--- config.mk ---
export PLATFORM = sky130hd
export DESIGN_NAME = polynomial_term_splitter_unit
export DESIGN_NICKNAME = d
export VERILOG_FILES = /design/src/hw/rtl/ptsu_pkg.sv /design/src/hw/rtl/ptsu_front.sv /design/src/hw/rtl/ptsu_queue.sv /design/src/hw/rtl/ptsu_back.sv /design/src/hw/rtl/polynomial_term_splitter_unit.sv
export SDC_FILE = /design/constraint.sdc
export NUM_CORES = 1
export LEC_CHECK = 0
export BUFFER_PORTS_ARGS = -buffer_cell sky130_fd_sc_hd__buf_4
export CAP_MARGIN = 10
export CORE_ASPECT_RATIO = 0.6
export CORE_MARGIN = 4
export CORE_UTILIZATION = 40
export CTS_CLUSTER_DIAMETER = 150
export DETAILED_ROUTE_END_ITERATION = 12
export SLEW_MARGIN = 0
export SYNTH_ARGS = -nofsm -noshare
export SYNTH_HDL_FRONTEND = slang
export SYNTH_HIERARCHICAL = 1
export SYNTH_SLANG_ARGS = --single-unit
--- constraint.sdc ---
create_clock -name clk -period 26.7 [get_ports clk]
set_input_delay 8.01 -clock clk [delete_from_list [all_inputs] [get_ports clk]]
set_output_delay 8.01 -clock clk [all_outputs]
set_load 0.05 [all_outputs]
--- src/hw/rtl/ptsu_pkg.sv ---
`timescale 1ns / 1ps
// ----------------------------------------------------------------------------
// ptsu_pkg
// Shared types and constants of the polynomial term splitter.
// ----------------------------------------------------------------------------
package ptsu_pkg;

  localparam int POS_W  = 11;
  localparam int TO_W   = 10;
  localparam int LVL_W  = 8;
  localparam int STAT_W = 2;

  localparam int MAX_LEN   = 1024;
  localparam int MAX_DEPTH = 255;

  localparam int QDEPTH = 4;
  localparam int QAW    = 2;
  localparam int QCW    = 3;

  localparam logic [7:0] CH_LPAREN = 8'h28;
  localparam logic [7:0] CH_RPAREN = 8'h29;
  localparam logic [7:0] CH_PLUS   = 8'h2B;
  localparam logic [7:0] CH_MINUS  = 8'h2D;

  localparam logic [STAT_W-1:0] ST_OK        = 2'd0;
  localparam logic [STAT_W-1:0] ST_MALFORMED = 2'd1;
  localparam logic [STAT_W-1:0] ST_OVERFLOW  = 2'd2;

  typedef struct packed {
    logic [POS_W-1:0]  term_from;
    logic [TO_W-1:0]   term_to;
    logic              term_negative;
    logic [LVL_W-1:0]  term_depth;
    logic              word_done;
    logic [STAT_W-1:0] status;
    logic [LVL_W-1:0]  word_depth;
  } rec_t;

  typedef struct packed {
    logic [1:0] cnt;
    rec_t       a;
    rec_t       b;
  } push_t;

endpackage

--- src/hw/rtl/ptsu_front.sv ---
`timescale 1ns / 1ps
// ----------------------------------------------------------------------------
// ptsu_front
// Scans one character per cycle while the queue has room, tracks nesting and
// term bounds, and emits zero, one or two result records toward the queue.
// ----------------------------------------------------------------------------
module ptsu_front (
  input  logic                clk,
  input  logic                rst_n,
  input  logic                in_valid,
  output logic                in_stall,
  input  logic [7:0]          in_ch,
  input  logic                in_last,
  input  logic                room,
  output ptsu_pkg::push_t     push
);

  logic [ptsu_pkg::POS_W-1:0]  pos_r, pos_nxt;
  logic [ptsu_pkg::LVL_W-1:0]  lvl_r, lvl_nxt;
  logic [ptsu_pkg::POS_W-1:0]  start_r, start_nxt;
  logic                        neg_r, neg_nxt;
  logic [ptsu_pkg::LVL_W-1:0]  tdep_r, tdep_nxt;
  logic [ptsu_pkg::LVL_W-1:0]  deep_r, deep_nxt;
  logic [ptsu_pkg::STAT_W-1:0] err_r, err_nxt;
  logic                        accept;
  logic                        is_sign;
  logic [ptsu_pkg::LVL_W-1:0]  wd;
  ptsu_pkg::rec_t              rec;
  ptsu_pkg::push_t             p;

  assign in_stall = !room;
  assign accept   = in_valid && room;
  assign is_sign  = (in_ch == ptsu_pkg::CH_PLUS) || (in_ch == ptsu_pkg::CH_MINUS);

  always_comb begin
    pos_nxt   = pos_r;
    lvl_nxt   = lvl_r;
    start_nxt = start_r;
    neg_nxt   = neg_r;
    tdep_nxt  = tdep_r;
    deep_nxt  = deep_r;
    err_nxt   = err_r;
    wd        = '0;
    rec       = '0;
    p         = '0;
    if (err_r == ptsu_pkg::ST_OK) begin
      if (pos_r >= ptsu_pkg::POS_W'(ptsu_pkg::MAX_LEN)) begin
        err_nxt = ptsu_pkg::ST_OVERFLOW;
      end else begin
        if (pos_r == '0 && is_sign) begin
          start_nxt = ptsu_pkg::POS_W'(1);
          neg_nxt   = (in_ch == ptsu_pkg::CH_MINUS);
        end else if (in_ch == ptsu_pkg::CH_LPAREN) begin
          if (lvl_r >= ptsu_pkg::LVL_W'(ptsu_pkg::MAX_DEPTH)) begin
            err_nxt = ptsu_pkg::ST_OVERFLOW;
          end else begin
            lvl_nxt = lvl_r + 1'b1;
            if (tdep_r < lvl_nxt) begin
              tdep_nxt = lvl_nxt;
            end
          end
        end else if (in_ch == ptsu_pkg::CH_RPAREN) begin
          if (lvl_r == '0) begin
            err_nxt = ptsu_pkg::ST_MALFORMED;
          end else begin
            lvl_nxt = lvl_r - 1'b1;
          end
        end else if (lvl_r == '0 && is_sign) begin
          if (pos_r == start_r && start_r != '0) begin
            err_nxt = ptsu_pkg::ST_MALFORMED;
          end else begin
            rec.term_from     = start_r;
            rec.term_to       = ptsu_pkg::TO_W'(pos_r - 1'b1);
            rec.term_negative = neg_r;
            rec.term_depth    = tdep_r;
            p.a               = rec;
            p.cnt             = 2'd1;
            if (tdep_r > deep_r) begin
              deep_nxt = tdep_r;
            end
            start_nxt = pos_r + 1'b1;
            neg_nxt   = (in_ch == ptsu_pkg::CH_MINUS);
            tdep_nxt  = '0;
          end
        end
        if (err_nxt == ptsu_pkg::ST_OK) begin
          pos_nxt = pos_r + 1'b1;
        end
      end
      if (err_nxt == ptsu_pkg::ST_OK && in_last) begin
        if (lvl_nxt != '0) begin
          err_nxt = ptsu_pkg::ST_MALFORMED;
        end else begin
          wd = (tdep_nxt > deep_nxt) ? tdep_nxt : deep_nxt;
          rec.term_from     = start_nxt;
          rec.term_to       = ptsu_pkg::TO_W'(pos_nxt - 1'b1);
          rec.term_negative = neg_nxt;
          rec.term_depth    = tdep_nxt;
          rec.word_done     = 1'b1;
          rec.status        = ptsu_pkg::ST_OK;
          rec.word_depth    = wd;
          if (p.cnt == 2'd0) begin
            p.a   = rec;
            p.cnt = 2'd1;
          end else begin
            p.b   = rec;
            p.cnt = 2'd2;
          end
        end
      end
    end
    if (in_last) begin
      if (err_nxt != ptsu_pkg::ST_OK) begin
        rec           = '0;
        rec.word_done = 1'b1;
        rec.status    = err_nxt;
        if (p.cnt == 2'd0) begin
          p.a   = rec;
          p.cnt = 2'd1;
        end else begin
          p.b   = rec;
          p.cnt = 2'd2;
        end
      end
      pos_nxt   = '0;
      lvl_nxt   = '0;
      start_nxt = '0;
      neg_nxt   = 1'b0;
      tdep_nxt  = '0;
      deep_nxt  = '0;
      err_nxt   = ptsu_pkg::ST_OK;
    end
  end

  always_comb begin
    push = p;
    if (!accept) begin
      push.cnt = 2'd0;
    end
  end

  always_ff @(posedge clk) begin
    if (!rst_n) begin
      pos_r   <= '0;
      lvl_r   <= '0;
      start_r <= '0;
      neg_r   <= 1'b0;
      tdep_r  <= '0;
      deep_r  <= '0;
      err_r   <= ptsu_pkg::ST_OK;
    end else if (accept) begin
      pos_r   <= pos_nxt;
      lvl_r   <= lvl_nxt;
      start_r <= start_nxt;
      neg_r   <= neg_nxt;
      tdep_r  <= tdep_nxt;
      deep_r  <= deep_nxt;
      err_r   <= err_nxt;
    end
  end

endmodule

--- src/hw/rtl/ptsu_queue.sv ---
`timescale 1ns / 1ps
// ----------------------------------------------------------------------------
// ptsu_queue
// Short result queue that takes up to two records per cycle and gives one.
// ----------------------------------------------------------------------------
module ptsu_queue (
  input  logic            clk,
  input  logic            rst_n,
  input  ptsu_pkg::push_t push,
  output logic            room,
  output logic            q_valid,
  output ptsu_pkg::rec_t  q_head,
  input  logic            pop
);

  ptsu_pkg::rec_t              mem_r [ptsu_pkg::QDEPTH];
  logic [ptsu_pkg::QAW-1:0]    wr_ptr_r, wr_ptr_nxt;
  logic [ptsu_pkg::QAW-1:0]    rd_ptr_r, rd_ptr_nxt;
  logic [ptsu_pkg::QCW-1:0]    cnt_r, cnt_nxt;

  assign room    = cnt_r <= ptsu_pkg::QCW'(ptsu_pkg::QDEPTH - 2);
  assign q_valid = cnt_r != '0;
  assign q_head  = mem_r[rd_ptr_r];

  always_comb begin
    wr_ptr_nxt = wr_ptr_r + ptsu_pkg::QAW'(push.cnt);
    rd_ptr_nxt = rd_ptr_r + ptsu_pkg::QAW'(pop);
    cnt_nxt    = cnt_r + ptsu_pkg::QCW'(push.cnt) - ptsu_pkg::QCW'(pop);
  end

  always_ff @(posedge clk) begin
    if (push.cnt != 2'd0) begin
      mem_r[wr_ptr_r] <= push.a;
    end
    if (push.cnt == 2'd2) begin
      mem_r[wr_ptr_r + 1'b1] <= push.b;
    end
  end

  always_ff @(posedge clk) begin
    if (!rst_n) begin
      wr_ptr_r <= '0;
      rd_ptr_r <= '0;
      cnt_r    <= '0;
    end else begin
      wr_ptr_r <= wr_ptr_nxt;
      rd_ptr_r <= rd_ptr_nxt;
      cnt_r    <= cnt_nxt;
    end
  end

endmodule

--- src/hw/rtl/ptsu_back.sv ---
`timescale 1ns / 1ps
// ----------------------------------------------------------------------------
// ptsu_back
// Output register stage that moves queued records onto the result channel.
// ----------------------------------------------------------------------------
module ptsu_back (
  input  logic           clk,
  input  logic           rst_n,
  input  logic           q_valid,
  input  ptsu_pkg::rec_t q_head,
  output logic           pop,
  output logic           out_valid,
  input  logic           out_stall,
  output ptsu_pkg::rec_t out_rec
);

  logic           valid_r;
  ptsu_pkg::rec_t rec_r;
  logic           load;

  assign load      = !valid_r || !out_stall;
  assign pop       = q_valid && load;
  assign out_valid = valid_r;
  assign out_rec   = rec_r;

  always_ff @(posedge clk) begin
    if (!rst_n) begin
      valid_r <= 1'b0;
    end else if (load) begin
      valid_r <= q_valid;
    end
  end

  always_ff @(posedge clk) begin
    if (pop) begin
      rec_r <= q_head;
    end
  end

endmodule

--- src/hw/rtl/polynomial_term_splitter_unit.sv ---
`timescale 1ns / 1ps
// ----------------------------------------------------------------------------
// polynomial_term_splitter_unit
// Splits an expression word into additive terms at top-level signs and
// reports bounds, sign and nesting depth of each term.
// ----------------------------------------------------------------------------
//   Channel   Direction  Handshake            Payload
//   in_       input      in_valid / in_stall   in_ch, in_last
//   out_      output     out_valid / out_stall term fields, word_done, status
//
// One character is taken per cycle while in_stall is low; the front scan state
// is registered. The first result of a request is written into a four-entry
// queue and then loaded into the output register before it is presented, and
// a second result of the same request follows it out of the queue. Reset is
// synchronous and clears all scan state and the queue. Input stalls only when
// the queue has fewer than two free entries.
// ----------------------------------------------------------------------------
module polynomial_term_splitter_unit (
  input  logic        clk,
  input  logic        rst_n,
  input  logic        in_valid,
  output logic        in_stall,
  input  logic [7:0]  in_ch,
  input  logic        in_last,
  output logic        out_valid,
  input  logic        out_stall,
  output logic [10:0] out_term_from,
  output logic [9:0]  out_term_to,
  output logic        out_term_negative,
  output logic [7:0]  out_term_depth,
  output logic        out_word_done,
  output logic [1:0]  out_status,
  output logic [7:0]  out_word_depth
);

  ptsu_pkg::push_t push;
  ptsu_pkg::rec_t  q_head;
  ptsu_pkg::rec_t  out_rec;
  logic            room;
  logic            q_valid;
  logic            pop;

  ptsu_front u_front (
    .clk      (clk),
    .rst_n    (rst_n),
    .in_valid (in_valid),
    .in_stall (in_stall),
    .in_ch    (in_ch),
    .in_last  (in_last),
    .room     (room),
    .push     (push)
  );

  ptsu_queue u_queue (
    .clk     (clk),
    .rst_n   (rst_n),
    .push    (push),
    .room    (room),
    .q_valid (q_valid),
    .q_head  (q_head),
    .pop     (pop)
  );

  ptsu_back u_back (
    .clk       (clk),
    .rst_n     (rst_n),
    .q_valid   (q_valid),
    .q_head    (q_head),
    .pop       (pop),
    .out_valid (out_valid),
    .out_stall (out_stall),
    .out_rec   (out_rec)
  );

  assign out_term_from     = out_rec.term_from;
  assign out_term_to       = out_rec.term_to;
  assign out_term_negative = out_rec.term_negative;
  assign out_term_depth    = out_rec.term_depth;
  assign out_word_done     = out_rec.word_done;
  assign out_status        = out_rec.status;
  assign out_word_depth    = out_rec.word_depth;

endmodule

-- Word-level counts from Yosys, hierarchy flattened
Memory sizes are Yosys's and may differ from the RTL's. A register that Yosys moved wholly into a read port is not among the register bits.
Index checks and enable logic that the tools add are counted.
- register bits: 57
- memory bits (writable): 164
- bits of input ports: 13
- output and inout port bits: 43
- word-level logic and storage cells: 149
- memories kept: 1
- add/subtract/negate cells: 10
- order comparisons: 6
- eq/ne operators: 6
- muxes and demuxes: 90
- reductions and logical operators: 25
- memory list (name ; depth ; bits a word ; read ports ; clocked after memory_dff ; write ports ; line ; source):
    u_queue.mem_r ; 4 ; 41 ; 1 ; 1 ; 2 ; ptsu_queue.sv:16 ; ptsu_pkg::rec_t mem_r [ptsu_pkg::QDEPTH];
- operators with widths (cell ; number):
    2-to-1 mux 84 bit ; 5
    2-to-1 mux 43 bit ; 6
    2-to-1 mux 8 bit ; 31
    2-to-1 mux 41 bit ; 4
    2-to-1 mux 11 bit ; 13
    2-to-1 mux 42 bit ; 1
    2-to-1 mux 2 bit ; 18
    == test 8 x 6 -> 1 bit (second input constant) ; 4
    subtractor 10 x 1 -> 10 bit (second input constant) ; 2
    greater-than comparator 8 bit ; 2
    2-to-1 mux 1 bit ; 12
    adder 11 x 1 -> 11 bit (second input constant) ; 1
    == test 11 bit ; 1
    >= comparator 11 bit (second input constant) ; 1
    logical NOT 11 bit ; 1
    nonzero test 11 bit ; 1
    logical NOT 2 bit ; 5
    adder 8 x 1 -> 8 bit (second input constant) ; 1
    >= comparator 8 bit (second input constant) ; 1
    logical NOT 8 bit ; 1
    less-than comparator 8 bit ; 1
    nonzero test 8 bit ; 1
    subtractor 8 x 1 -> 8 bit (second input constant) ; 1
    logical AND 1 bit ; 6
    12 further kinds ; 17

-- Depth between registers and ports, before layout
- depth in word-level cells: 26
- gate-level depth with buffers: 26
- mapped depth without buffers: 24

-- Modules after synthesis
The synthesis kept the hierarchy.
- by module, submodules not included (module ; times used ; cells an instance ; area an instance (um2) ; sequential area each (um2)):
    ptsu_queue ; 1 ; 441 ; 8798.4 ; 5064.9
    ptsu_front ; 1 ; 744 ; 5375.2 ; 980.9
    ptsu_back ; 1 ; 45 ; 1270.0 ; 1251.2

-- Least setup slack after synthesis
No wires, ideal clock.
- path kind: input port to flip-flop
- from: input port in_ch[4]
- to: memory u_queue/mem_r[0][0] (netlist name), enable pin
- arrival: 14.113 ns
- required time: 26.199 ns
- slack: 12.085 ns
- cell stages on the path: 14
- buffers on the path: 1
- cells stage by stage: or4b_4 -> nor4_4 -> a22oi_1 -> o21ai_0 -> o21ai_1 -> nor4_2 -> and2_2 -> buf_6 -> ha_1 -> nor2b_1 -> nor3_1 -> a211oi_1 -> nor2_1 -> o31ai_1
- RTL lines (what ; line ; source):
    start: declaration ; polynomial_term_splitter_unit.sv:23 ; input logic [7:0] in_ch,
    end: declaration ; ptsu_queue.sv:16 ;

==> impl_results.md <==
* Status: finished clean
* Core Rows at 55
* Final setup fails at 0
* CTS tree: done
* Area added between synthesis and finish at 11.1%
* Detail Route Antenna Nets at 0
* Worst slew pin tran at 1.19 ns
* Avg Inst Size Synth at 12.6 sq um
* Drt wl/cell at 22.7 um
* Cell with the most instances after synthesis: edfxtp_1
* DR iter-0 viols at 1,088
* Number of diodes at 0
* Clock Tree Root: clkbuf_16
* Largest net degree at the start of global routing at 52
* Kind of end point of the critical path: flop
* CP Class: in -> reg
* Post-DP HPWL at 27.5 mm
* Sequential element share of the synthesized area at 47.2%
* IO Port Bufs at 55
* Starting Density at 40.7%
* Ys flop type: edfxtp_1
* Max_slew headroom at 20.4%
* Number of global-route vias before repair at 9,426
* Synth unique cells at 88
* DRT Pass-1 Iters at 7
* Worst VDD drop at 72.3 uV
* WP data arrival at 13.67 ns
* Leakage power at 0.00627 uW
* RSZ-0062 raised after global routing: no
* Die X at 262 um
* Largest cells by area after synthesis: edfxtp_1, mux2_4, dfxtp_1, mux4_2, mux2_2
* Final Critical Period at 13.37 ns
* Post-Syn Area at 15,400 sq um
* Drt drc at 0
* Postcts setup bufs at 0
* Share of the synthesized area in the top cell type at 39.9%
* Worst-path clk slew at 0.06 ns
* I/O pins at 56
* Design Area, Final at 17,200 sq um
* Main combinational cell family by area after synthesis: multiplexers
* Mux contribution to synthesized area at 21.5%
* Die height at 160 um
* CTS Buf Count at 26
* Mapped Cells at 1,230
* Ys Warns at 6
* Power Density at 75.5 nW/um^2
* Worst-Skew Late Latency at 0.56 ns
* Compound-cell area share of the yosys netlist at 8.98%
* Placed inst area at 16,200 sq um
* Tcrit/Tclk final at 50.1%
* Post-synth EDFFs at 205
* Synth top cells by count: edfxtp_1, mux2_4, nor2_1
* # Max-Cap Violations at 0
* HP Class: reg -> reg
* First-pass GRT wire length at 61.2 mm
* Hold-fix buffers, CTS at 0
* CTS Buffer Depth at 3
* Via-to-Cell Ratio at 5.66
* Synth async-reset ratio at 0%
* GRT Total Usage at 19.0%
* Die area at 41,900 sq um
* Layout cell share with drive strength beyond 1 at 28.2%
* DR vias at 10,100
* Simple-gate share of the synthesized area at 11.7%
* Setup TNS Final at 0 ns
* Total Power Consumption at 1300 uW
* Leading area contributor after synthesis: edfxtp_1
* H-Tree Depth at 1
* Final wirelength at 40.4 mm
* Total congestion overflow at 0
* Final Max Tran Viols at 0
* Final hold vios at 0
* Clock skew at 0.0204 ns
* Crit start category: input pin
* Nets at 1,301
* Adder-Cell Fraction of Synth Area at 3.05%
* Clk sinks at 262
* Req. time, crit path at 27.00 ns
* Initial antenna violation count at 0
* PostCTS Resize Cnt at 0
* Seq cells post-synth at 262
* Crit-path max FO at 32
* CORE AREA at 37,900 sq um
* Post-Synth XOR/XNOR Area at 3.06%
* Routability congestion estimate at 0.886
* F_max at 74.8 MHz
-- kinds of logic (layout without fill, tap and decap cells) --
family | after synthesis | in the layout
AOI/OAI and AO/OA | 208 | 208
xor gates and xnor gates | 50 | 50
adders and majority gates | 37 | 37
buffers and inverters | 126 | 159
DFF | 262 | 262
muxes | 219 | 219
other | 1 | 9
and+or+nand+nor | 327 | 327
-- area by class of cell --
cell class | instances | area (sq um)
repair buffers | 75 | 563
multi-input cells | 850 | 7570
clock buffers | 30 | 666
clock inverters | 18 | 278
fillers | 3390 | 20800
inverters | 36 | 135
well taps | 513 | 642
flip-flops and latches | 262 | 7300
-- critical path, cell delays in order --
cell and delay [ns]:
buf_4 0.12, nor3b_1 0.43, and2_0 0.40, nand2_1 0.24, a21o_1 0.21, a21boi_1 0.22, and4_1 0.29, and2_2 0.31
ha_1 0.30, nor2b_1 0.16, nor3_1 0.53, a211oi_1 0.31, nor4b_4 0.99, buf_4 0.68, mux2_2 0.42
-- final timing paths --
kind / startpoint / endpoint / slack, ns / cells past startpoint
setup / recovery: in_ch[7] / u_queue/mem_r[1][9]$_DFFE_PP_ / 13.33 / 15
hold / removal: u_front/err_r[1]$_SDFFE_PN0P_ / u_front/err_r[1]$_SDFFE_PN0P_ / 0.58 / 2
setup reg to reg: u_front/pos_r[0]$_SDFFE_PN0P_ / u_queue/mem_r[1][9]$_DFFE_PP_ / 19.98 / 16
hold reg to reg: u_front/err_r[1]$_SDFFE_PN0P_ / u_front/err_r[1]$_SDFFE_PN0P_ / 0.58 / 2
-- metrics by stage --
stage	hold slack, ns	cells	setup WS, ns	utilization (%)
global placement	0.558	1736	13.04	42.8
floorplan	0.492	1238	12.09	-
finish	0.580	1784	13.33	45.3
global route	0.596	1784	12.90	45.3
CTS	0.565	1784	13.41	45.3
detailed placement	0.554	1736	12.84	42.8
-- per-layer routing --
metal / wire length, um / vias up / global-route usage, %
met5: 0 / - / 0.579
met4: 545 / 0 / 2.59
met2: 15500 / 381 / 24.0
met1: 20900 / 5045 / 32.6
li1: - / 4633 / -
met3: 3470 / 35 / 4.45
-- layout by cell type (no fill, tap or decap), drive strengths merged, types with 5 or more instances in the layout --
cell,count
buf,75
a21o,16
nor2,104
o2bb2ai,8
a22oi,16
a211oi,10
nand2,48
mux2,167
a22o,8
dfxtp,57
o21ai,48
or3,8
mux4,41
and2,33
nor3b,5
bufinv,7
inv,35
nand2b,5
a31oi,6
and3,16
xor2,26
clkinv,12
edfxtp,205
mux2i,11
xnor2,22
a2bb2oi,5
nand3,22
nor2b,26
nor3,22
clkbuf,30
nor4,8
ha,36
a21oi,47
conb,9
nand4,11
a21boi,7
o21a,11
-- flip-flops by register name, indices dropped and copies added (netlist names) --
signal,count
u_queue/mem_r,164
u_back/out_rec,41
u_front/pos_r,11
u_front/start_r,11
u_front/deep_r,8
u_front/lvl_r,8
u_front/tdep_r,8
u_queue/cnt_r,3
u_front/err_r,2
u_queue/rd_ptr_r,2
u_queue/wr_ptr_r,2
u_back/out_valid,1
u_front/neg_r,1
-- where the power goes --
group / total (uW) / leakage (uW) / switching, uW / internal [uW]
Clock: 413 / 0.000459 / 166 / 247
Combinational: 365 / 0.00332 / 246 / 119
Sequential: 518 / 0.00249 / 15.3 / 503
Total: 1300 / 0.00627 / 427 / 869
No activity file was read; power rests on OpenSTA's default activity.
